--- src/design/npc_pkg.sv ---
// Package: shared constants, types and helpers of the non-overlapping pattern counter.
package npc_pkg;

  // Window depth, longest pattern that can ever match
  localparam int MAX_PATTERN = 32;
  // Configuration registers that hold the pattern bytes, eight bytes each
  localparam int PAT_REGS    = 4;
  localparam int PAT_BYTES   = PAT_REGS * 8;
  localparam int PAT_IDX_W   = $clog2(PAT_BYTES);
  localparam int LEN_W       = 6;
  localparam int TOTAL_W     = 16;
  localparam int CFG_IDX_W   = 3;
  localparam int CFG_DATA_W  = 64;

  localparam logic [LEN_W-1:0]   FREE_MAX  = '1;
  localparam logic [TOTAL_W-1:0] TOTAL_MAX = '1;

  // Register indexes
  localparam logic [CFG_IDX_W-1:0] CFG_PATTERN_LEN = 3'd0;
  localparam logic [CFG_IDX_W-1:0] CFG_PAT_0_7     = 3'd1;
  localparam logic [CFG_IDX_W-1:0] CFG_PAT_8_15    = 3'd2;
  localparam logic [CFG_IDX_W-1:0] CFG_PAT_16_23   = 3'd3;
  localparam logic [CFG_IDX_W-1:0] CFG_PAT_24_31   = 3'd4;

  typedef logic [PAT_BYTES-1:0][7:0]   pat_t;
  typedef logic [MAX_PATTERN-1:0][7:0] win_t;

  // Settings seen by the matcher
  typedef struct packed {
    logic [LEN_W-1:0] len;
    pat_t             pattern;
  } npc_cfg_t;

  // Pattern byte by index; bytes past the stored ones read as zero
  function automatic logic [7:0] pat_byte(pat_t p, logic [LEN_W-1:0] i);
    logic [7:0] b;
    b = 8'h00;
    if (i < LEN_W'(PAT_BYTES)) begin
      b = p[i[PAT_IDX_W-1:0]];
    end
    return b;
  endfunction

endpackage

--- src/design/npc_if.sv ---
// Interfaces: text byte channel and result channel of the pattern counter.
interface npc_in_if;
  logic       valid;
  logic       ready;
  logic [7:0] text_byte;
  logic       end_of_text;

  modport source (output valid, output text_byte, output end_of_text, input ready);
  modport sink   (input valid, input text_byte, input end_of_text, output ready);
endinterface

interface npc_out_if;
  logic        valid;
  logic        ready;
  logic        match_ends_here;
  logic [15:0] occurrences;
  logic        text_done;

  modport source (output valid, output match_ends_here, output occurrences,
                  output text_done, input ready);
  modport sink   (input valid, input match_ends_here, input occurrences,
                  input text_done, output ready);
endinterface

--- src/design/npc_cfg.sv ---
// Configuration registers: pattern length and packed pattern bytes.
module npc_cfg
  import npc_pkg::*;
(
  input  logic                  clk,
  input  logic                  rst_n,
  input  logic                  cfg_we,
  input  logic [CFG_IDX_W-1:0]  cfg_index,
  input  logic [CFG_DATA_W-1:0] cfg_data,
  output npc_cfg_t              cfg
);

  logic [LEN_W-1:0] len_r, len_nxt;
  pat_t             pat_r, pat_nxt;

  // Decode of a register write; unknown indexes are dropped
  always_comb begin
    len_nxt = len_r;
    pat_nxt = pat_r;
    if (cfg_we) begin
      case (cfg_index)
        CFG_PATTERN_LEN: len_nxt = cfg_data[LEN_W-1:0];
        CFG_PAT_0_7: begin
          for (int b = 0; b < 8; b++) pat_nxt[b] = cfg_data[8*b +: 8];
        end
        CFG_PAT_8_15: begin
          for (int b = 0; b < 8; b++) pat_nxt[8 + b] = cfg_data[8*b +: 8];
        end
        CFG_PAT_16_23: begin
          for (int b = 0; b < 8; b++) pat_nxt[16 + b] = cfg_data[8*b +: 8];
        end
        CFG_PAT_24_31: begin
          for (int b = 0; b < 8; b++) pat_nxt[24 + b] = cfg_data[8*b +: 8];
        end
        default: ;
      endcase
    end
  end

  always_ff @(posedge clk) begin
    if (!rst_n) begin
      len_r <= '0;
      pat_r <= '0;
    end else begin
      len_r <= len_nxt;
      pat_r <= pat_nxt;
    end
  end

  assign cfg.len     = len_r;
  assign cfg.pattern = pat_r;

endmodule

--- src/design/npc_match.sv ---
// Parallel window compare: does the pattern end at the newest byte?
module npc_match
  import npc_pkg::*;
(
  input  npc_cfg_t         cfg,
  input  win_t             win,       // entry 0 is the newest byte
  input  logic [LEN_W-1:0] free_cnt,  // bytes since the last match ended
  output logic             hit
);

  logic             all_eq;
  logic             len_ok;
  logic [LEN_W-1:0] idx;

  // Each window entry below the length against its pattern byte
  always_comb begin
    all_eq = 1'b1;
    idx    = '0;
    for (int k = 0; k < MAX_PATTERN; k++) begin
      idx = cfg.len - LEN_W'(1) - LEN_W'(k);
      if (LEN_W'(k) < cfg.len && win[k] != pat_byte(cfg.pattern, idx)) begin
        all_eq = 1'b0;
      end
    end
  end

  assign len_ok = (cfg.len != '0) && ({1'b0, cfg.len} <= (LEN_W+1)'(MAX_PATTERN));
  assign hit    = len_ok && (free_cnt >= cfg.len) && all_eq;

endmodule

--- src/design/nonoverlap_pattern_counter.sv ---
// Top level: non-overlapping pattern counter over a byte stream.
//
// Text bytes arrive on in_ch, one per beat, with end_of_text on the last one.
// Every byte gives one result beat on out_ch: match_ends_here when a counted
// occurrence of the pattern ends at that byte, occurrences counted so far in
// the text (saturating at 65535) and text_done on the last byte's result.
// The user must write the pattern and its length through cfg_we/cfg_index/
// cfg_data while no text is in flight, which the block does not enforce; a
// length of zero disables matching. A byte goes first into an input register,
// then through the 32-byte parallel window compare into the result register.
// Throughput is one byte per cycle while the receiver does not stall; the
// window compare and count update are combinational between the two registers.
// When the receiver stalls, the result register holds and one more byte waits
// in the input register; in_ch.ready drops only once both are full.
// Reset clears the pattern, the length, the window and the counters. After the
// last byte of a text the window and counters clear; the pattern stays.
module nonoverlap_pattern_counter
  import npc_pkg::*;
(
  input  logic                  clk,
  input  logic                  rst_n,
  npc_in_if.sink                in_ch,
  npc_out_if.source             out_ch,
  input  logic                  cfg_we,
  input  logic [CFG_IDX_W-1:0]  cfg_index,
  input  logic [CFG_DATA_W-1:0] cfg_data
);

  npc_cfg_t cfg;

  logic             s1_v_r, s1_v_nxt;
  logic [7:0]       s1_byte_r;
  logic             s1_last_r;
  logic             out_v_r, out_v_nxt;
  logic             out_hit_r;
  logic [TOTAL_W-1:0] out_cnt_r;
  logic             out_done_r;

  win_t               win_r, win_nxt, win_new;
  logic [LEN_W-1:0]   free_r, free_nxt, free_inc;
  logic [TOTAL_W-1:0] total_r, total_nxt, total_inc;
  logic               hit;
  logic               out_free, s1_go, in_take;

  npc_cfg u_cfg (
    .clk       (clk),
    .rst_n     (rst_n),
    .cfg_we    (cfg_we),
    .cfg_index (cfg_index),
    .cfg_data  (cfg_data),
    .cfg       (cfg)
  );

  // Handshake: result register frees up when empty or taken
  assign out_free    = !out_v_r || out_ch.ready;
  assign s1_go       = s1_v_r && out_free;
  assign in_ch.ready = !s1_v_r || out_free;
  assign in_take     = in_ch.valid && in_ch.ready;

  // Window with the byte in the input register shifted in
  assign win_new  = {win_r[MAX_PATTERN-2:0], s1_byte_r};
  assign free_inc = (free_r < FREE_MAX) ? free_r + LEN_W'(1) : free_r;

  npc_match u_match (
    .cfg      (cfg),
    .win      (win_new),
    .free_cnt (free_inc),
    .hit      (hit)
  );

  assign total_inc = (hit && total_r < TOTAL_MAX) ? total_r + TOTAL_W'(1) : total_r;

  // Text state update as a byte moves into the result register
  always_comb begin
    win_nxt   = win_r;
    free_nxt  = free_r;
    total_nxt = total_r;
    if (s1_go) begin
      if (s1_last_r) begin
        win_nxt   = '0;
        free_nxt  = '0;
        total_nxt = '0;
      end else begin
        win_nxt   = win_new;
        free_nxt  = hit ? '0 : free_inc;
        total_nxt = total_inc;
      end
    end
  end

  always_comb begin
    s1_v_nxt = s1_v_r;
    if (in_take)    s1_v_nxt = 1'b1;
    else if (s1_go) s1_v_nxt = 1'b0;
    out_v_nxt = out_free ? s1_v_r : out_v_r;
  end

  // Control and text state
  always_ff @(posedge clk) begin
    if (!rst_n) begin
      s1_v_r  <= 1'b0;
      out_v_r <= 1'b0;
      win_r   <= '0;
      free_r  <= '0;
      total_r <= '0;
    end else begin
      s1_v_r  <= s1_v_nxt;
      out_v_r <= out_v_nxt;
      win_r   <= win_nxt;
      free_r  <= free_nxt;
      total_r <= total_nxt;
    end
  end

  // Payload registers
  always_ff @(posedge clk) begin
    if (in_take) begin
      s1_byte_r <= in_ch.text_byte;
      s1_last_r <= in_ch.end_of_text;
    end
    if (s1_go) begin
      out_hit_r  <= hit;
      out_cnt_r  <= total_inc;
      out_done_r <= s1_last_r;
    end
  end

  assign out_ch.valid           = out_v_r;
  assign out_ch.match_ends_here = out_hit_r;
  assign out_ch.occurrences     = out_cnt_r;
  assign out_ch.text_done       = out_done_r;

`ifndef SYNTH
  // A counted match is always reflected in the count
  a_hit_counted: assert property (@(posedge clk) disable iff (!rst_n)
    out_ch.valid && out_ch.match_ends_here |-> out_ch.occurrences != '0)
    else $error("match reported with zero count");

  // A byte waiting in the input register is never dropped
  a_s1_held: assert property (@(posedge clk) disable iff (!rst_n)
    s1_v_r && !out_free |=> s1_v_r)
    else $error("stalled byte lost from input register");

  // The end of a text leaves clean counters
  a_text_clear: assert property (@(posedge clk) disable iff (!rst_n)
    s1_go && s1_last_r |=> total_r == '0 && free_r == '0)
    else $error("text state not cleared after last byte");

  // After a non-final match the next one needs a full pattern length
  a_match_frees: assert property (@(posedge clk) disable iff (!rst_n)
    s1_go && hit && !s1_last_r |=> free_r == '0)
    else $error("free count not restarted after match");
`endif

endmodule

--- src/flat_wrapper.sv ---
// flat-port wrapper written by rule: the top's interface ports become plain ports
module nonoverlap_pattern_counter_flat import npc_pkg::*;
  (clk, rst_n, cfg_we, cfg_index, cfg_data, in_ch_valid, in_ch_text_byte, in_ch_end_of_text, in_ch_ready, out_ch_valid, out_ch_match_ends_here, out_ch_occurrences, out_ch_text_done, out_ch_ready);
  npc_in_if in_ch_i ();
  npc_out_if out_ch_i ();
  input  logic clk;
  input  logic rst_n;
  input  logic cfg_we;
  input  logic [CFG_IDX_W-1:0] cfg_index;
  input  logic [CFG_DATA_W-1:0] cfg_data;
  input wire logic [$bits(in_ch_i.valid)-1:0] in_ch_valid;
  input wire logic [$bits(in_ch_i.text_byte)-1:0] in_ch_text_byte;
  input wire logic [$bits(in_ch_i.end_of_text)-1:0] in_ch_end_of_text;
  output wire logic [$bits(in_ch_i.ready)-1:0] in_ch_ready;
  output wire logic [$bits(out_ch_i.valid)-1:0] out_ch_valid;
  output wire logic [$bits(out_ch_i.match_ends_here)-1:0] out_ch_match_ends_here;
  output wire logic [$bits(out_ch_i.occurrences)-1:0] out_ch_occurrences;
  output wire logic [$bits(out_ch_i.text_done)-1:0] out_ch_text_done;
  input wire logic [$bits(out_ch_i.ready)-1:0] out_ch_ready;
  assign in_ch_i.valid = in_ch_valid;
  assign in_ch_i.text_byte = in_ch_text_byte;
  assign in_ch_i.end_of_text = in_ch_end_of_text;
  assign in_ch_ready = in_ch_i.ready;
  assign out_ch_valid = out_ch_i.valid;
  assign out_ch_match_ends_here = out_ch_i.match_ends_here;
  assign out_ch_occurrences = out_ch_i.occurrences;
  assign out_ch_text_done = out_ch_i.text_done;
  assign out_ch_i.ready = out_ch_ready;
  nonoverlap_pattern_counter u_core (.clk(clk), .rst_n(rst_n), .in_ch(in_ch_i), .out_ch(out_ch_i), .cfg_we(cfg_we), .cfg_index(cfg_index), .cfg_data(cfg_data));
endmodule
--- config.mk ---
export PLATFORM = sky130hd
export DESIGN_NAME = nonoverlap_pattern_counter_flat
export DESIGN_NICKNAME = d
export VERILOG_FILES = /design/src/design/npc_pkg.sv /design/src/design/npc_if.sv /design/src/design/npc_cfg.sv /design/src/design/npc_match.sv /design/src/design/nonoverlap_pattern_counter.sv /design/src/flat_wrapper.sv
export SDC_FILE = /design/constraint.sdc
export NUM_CORES = 2
export LEC_CHECK = 0
export BUFFER_PORTS_ARGS = -buffer_cell sky130_fd_sc_hd__buf_2
export CORE_MARGIN = 2
export CORE_UTILIZATION = 30
export CTS_BUF_LIST = sky130_fd_sc_hd__clkbuf_4 sky130_fd_sc_hd__clkbuf_8 sky130_fd_sc_hd__clkbuf_16
export DETAILED_ROUTE_END_ITERATION = 16
export PLACE_DENSITY = 0.45
export SKIP_CTS_REPAIR_TIMING = 1
export SLEW_MARGIN = 20
export SYNTH_ARGS = -nofsm -noshare
export SYNTH_HDL_FRONTEND = slang
export SYNTH_HIERARCHICAL = 1
export SYNTH_SLANG_ARGS = --single-unit
--- constraint.sdc ---
create_clock -name clk -period 9.61 [get_ports clk]
set_input_delay 2.4025 -clock clk [delete_from_list [all_inputs] [get_ports clk]]
set_output_delay 2.4025 -clock clk [all_outputs]
set_load 0.02 [all_outputs]
==> flow_metrics.py <==
metrics = {
    "status": {
        "status": "complete, no violations",
    },
    "timing": {
        "relSlewSlack_pct": 11.4,
        "timing.final.ws_setup_ns": 0.962,
        "setup_viol": 0,
        "hold_viol": 0,
        "period_share_pct": 90.0,
        "hold_ws_ns": 0.469,
        "finalClockSkew_ns": 0.0325,
        "worst_slew_pin_slew_ns": 1.32,
        "max_freq_ghz": 0.116,
        "slew_viol_final": 0,
        "period_needed_ns": 8.65,
        "fin_tns_setup_ns": 0,
        "rsz0062_at_grt": "no",
    },
    "route": {
        "ant_nets": 0,
        "drc": 0,
        "finalWirelength_um": 244000,
        "dr.pass1.iters": 6,
        "vias": 43596,
        "viasPerCell": 6.06,
        "drt-initial-drc-count": 5541,
        "wl_per_cell_um": 33.9,
    },
    "logic_synthesis": {
        "syn-cell-area_um2": 45100,
        "yosys_warnings": 6,
        "synth_seq_cells": 561,
        "synth.avg_cell_area_um2": 8.64,
        "ys_async_sr_fraction_pct": 0,
        "syn_nets": 5316,
        "syn_inst": 5219,
        "yosysSeqAreaShare_pct": 25.5,
        "synth_edf_count": 27,
        "synthFlopType": "dfxtp_1",
        "synth_cell_type_count": 117,
    },
    "cts": {
        "clk_latency_ns": 0.72,
        "clkSinkCount": 561,
        "root_buffer": "clkbuf_16",
        "htree_levels": 3,
        "cts_buffers": 72,
        "clk_pin_slew_ns": 0.07,
        "clock_tree.buffer_depth": 3,
        "tritoncts": "yes",
    },
    "global_route": {
        "grt_pass1_vias": 40207,
        "grt_antenna_before_repair": 11,
        "grt_usage_pct": 30.9,
        "grt.overflow.total": 0,
        "grt_pass1_wl_um": 334000,
        "grt_max_degree": 159,
    },
    "finish": {
        "nNetsFinal": 5213,
        "stdcell_count": 7194,
        "final_common_cell": "nand2_1",
        "drive_gt1_share_pct": 18.4,
        "final_cell_mix": "791 x nand2_1, 618 x mux2i_1, 532 x dfxtp_1",
        "synthToLayoutAreaGrowth_pct": 10.6,
    },
    "worst_setup_path": {
        "crit_required_ns": 10.06,
        "path_max_fanout": 27,
        "arrival_ns": 9.10,
        "regToRegSetupSlack_ns": 0.96,
        "endpoint_kind": "flop",
        "startpoint_type": "flop",
        "critical_path_class": "reg2reg",
    },
    "floorplan": {
        "die-area_um2": 153000,
        "die_x_um": 392,
        "die_y_um": 392,
        "core_area_um2": 149000,
        "placementRows": 142,
        "io_pins": 101,
        "start_util_pct": 30.2,
    },
    "power": {
        "power_density_nw_per_um2": 137,
        "p_leak_nw": 18.4,
        "design_power_total_mw": 6.83,
        "vdd_drop_max_mv": 0.134,
    },
    "placement": {
        "hpwl_um": 192000,
        "dp.cells": 7057,
        "post-place-ws_ns": 1.16,
        "portBuffers": 100,
        "gp_congestion": 1.06,
    },
    "worst_hold_path": {
        "min_path_type": "reg2reg",
    },
    "run": {
        "drv_cap": 0,
    },
}
==> state kept, by name, indices dropped and copies added, names as in the netlist, 6 cells and up <==
name and flops:
u_core/total_r 16, u_core/u_cfg/cfg 256, u_core/s1_byte_r 8, u_core/u_cfg/len_r 6
u_core/out_ch.occurrences 16, u_core/free_r 6, u_core/win_new 248
==> synthesized netlist by cell type (all sizes together), types with 22 or more instances <==
library cell | count | area [um2]
nand2 | 796 | 3000
mux2i | 624 | 6250
dfxtp | 534 | 10700
a21oi | 360 | 1810
nand3 | 311 | 1560
mux2 | 269 | 3030
buf | 259 | 1650
nor2 | 229 | 877
mux4 | 177 | 3990
o22ai | 174 | 1090
clkbuf | 173 | 649
o21ai | 158 | 802
xnor2 | 140 | 1370
xor2 | 115 | 1010
nor3 | 67 | 352
nor4 | 55 | 369
a211oi | 52 | 408
a22oi | 51 | 388
a31oi | 47 | 294
nand2b | 45 | 282
inv | 41 | 154
o211ai | 35 | 282
nand4 | 34 | 234
or2 | 34 | 213
edfxtp | 27 | 811
and2 | 23 | 144
a221oi | 22 | 193
and3 | 22 | 138
nor2b | 22 | 138
==> area by class of cell <==
cell class / count / area, um2
Timing Repair Buffer: 255 / 1750
Inverter: 43 / 190
Sequential cell: 561 / 11500
Fill cell: 15521 / 99600
Antenna cell: 7 / 17.5
Clock buffer: 99 / 2090
Multi-Input combinational cell: 4183 / 31400
Tap cell: 2016 / 2520
Clock inverter: 30 / 389
==> where the power goes <==
group	internal (mW)	switching, mW
Clock	1.70	1.17
Sequential	2.38	0.0394
Combinational	0.468	1.07
Total	4.55	2.28
==> stage by stage <==
stage | area, um2 | utilization [%]
CTS | 49800 | 33.3
detailed placement | 47300 | 31.7
floorplan | 45100 | -
global placement | 47300 | 31.7
finish | 49800 | 33.4
global route | 49800 | 33.3
==> cell families after synthesis <==
group                      count (synthesis)  synth area share [%]
buffers and inverters                    475                  5.46
adders and majority gates                 16                 0.444
muxes                                   1070                  29.4
xor gates and xnor gates                 257                  5.36
and+or+nand+nor                         1714                  17.6
DFF                                      561                  25.5
AOI/OAI and AO/OA                       1126                  16.2
==> critical path, stage by stage (launching register included) <==
cell and delay (ns):
dfxtp_4 0.60, inv_6 0.18, ha_4 0.30, xnor2_4 0.23, buf_4 0.32, clkinv_2 0.10
ha_1 0.38, xnor2_1 0.33, xnor2_2 0.84, nor2_1 0.18, a211oi_1 0.71, a41oi_1 0.21
o32ai_1 0.70, nand3_1 0.30, o41ai_1 0.62, o2111ai_1 0.33, nor4_4 0.69, nand4_1 0.30
nor4_1 0.54, buf_4 0.23, nand3_1 0.09, xnor2_1 0.15
==> per-layer routing <==
metal	wire length (um)	track usage (%)	up-vias
met4	17100	18.5	10
met2	102000	45.2	2145
met1	103000	41.1	21656
li1	-	-	19265
met5	76	0	-
met3	22300	7.43	520
==> final timing paths <==
| path | from | endpoint | cells after the start |
|---|---|---|---|
| worst max-delay path | u_core/u_cfg/len_r[0]$_SDFFE_PN0P_ | u_core/out_ch.occurrences[13]$_DFFE_PP_ | 21 |
| worst min-delay path | u_core/u_cfg/cfg[101]$_SDFFE_PN0P_ | u_core/u_cfg/cfg[101]$_SDFFE_PN0P_ | 2 |
| worst max register to register | u_core/u_cfg/len_r[0]$_SDFFE_PN0P_ | u_core/out_ch.occurrences[13]$_DFFE_PP_ | 21 |
| worst min register to register | u_core/u_cfg/cfg[101]$_SDFFE_PN0P_ | u_core/u_cfg/cfg[101]$_SDFFE_PN0P_ | 2 |
Note: power is estimated with default switching activity, not from simulation.
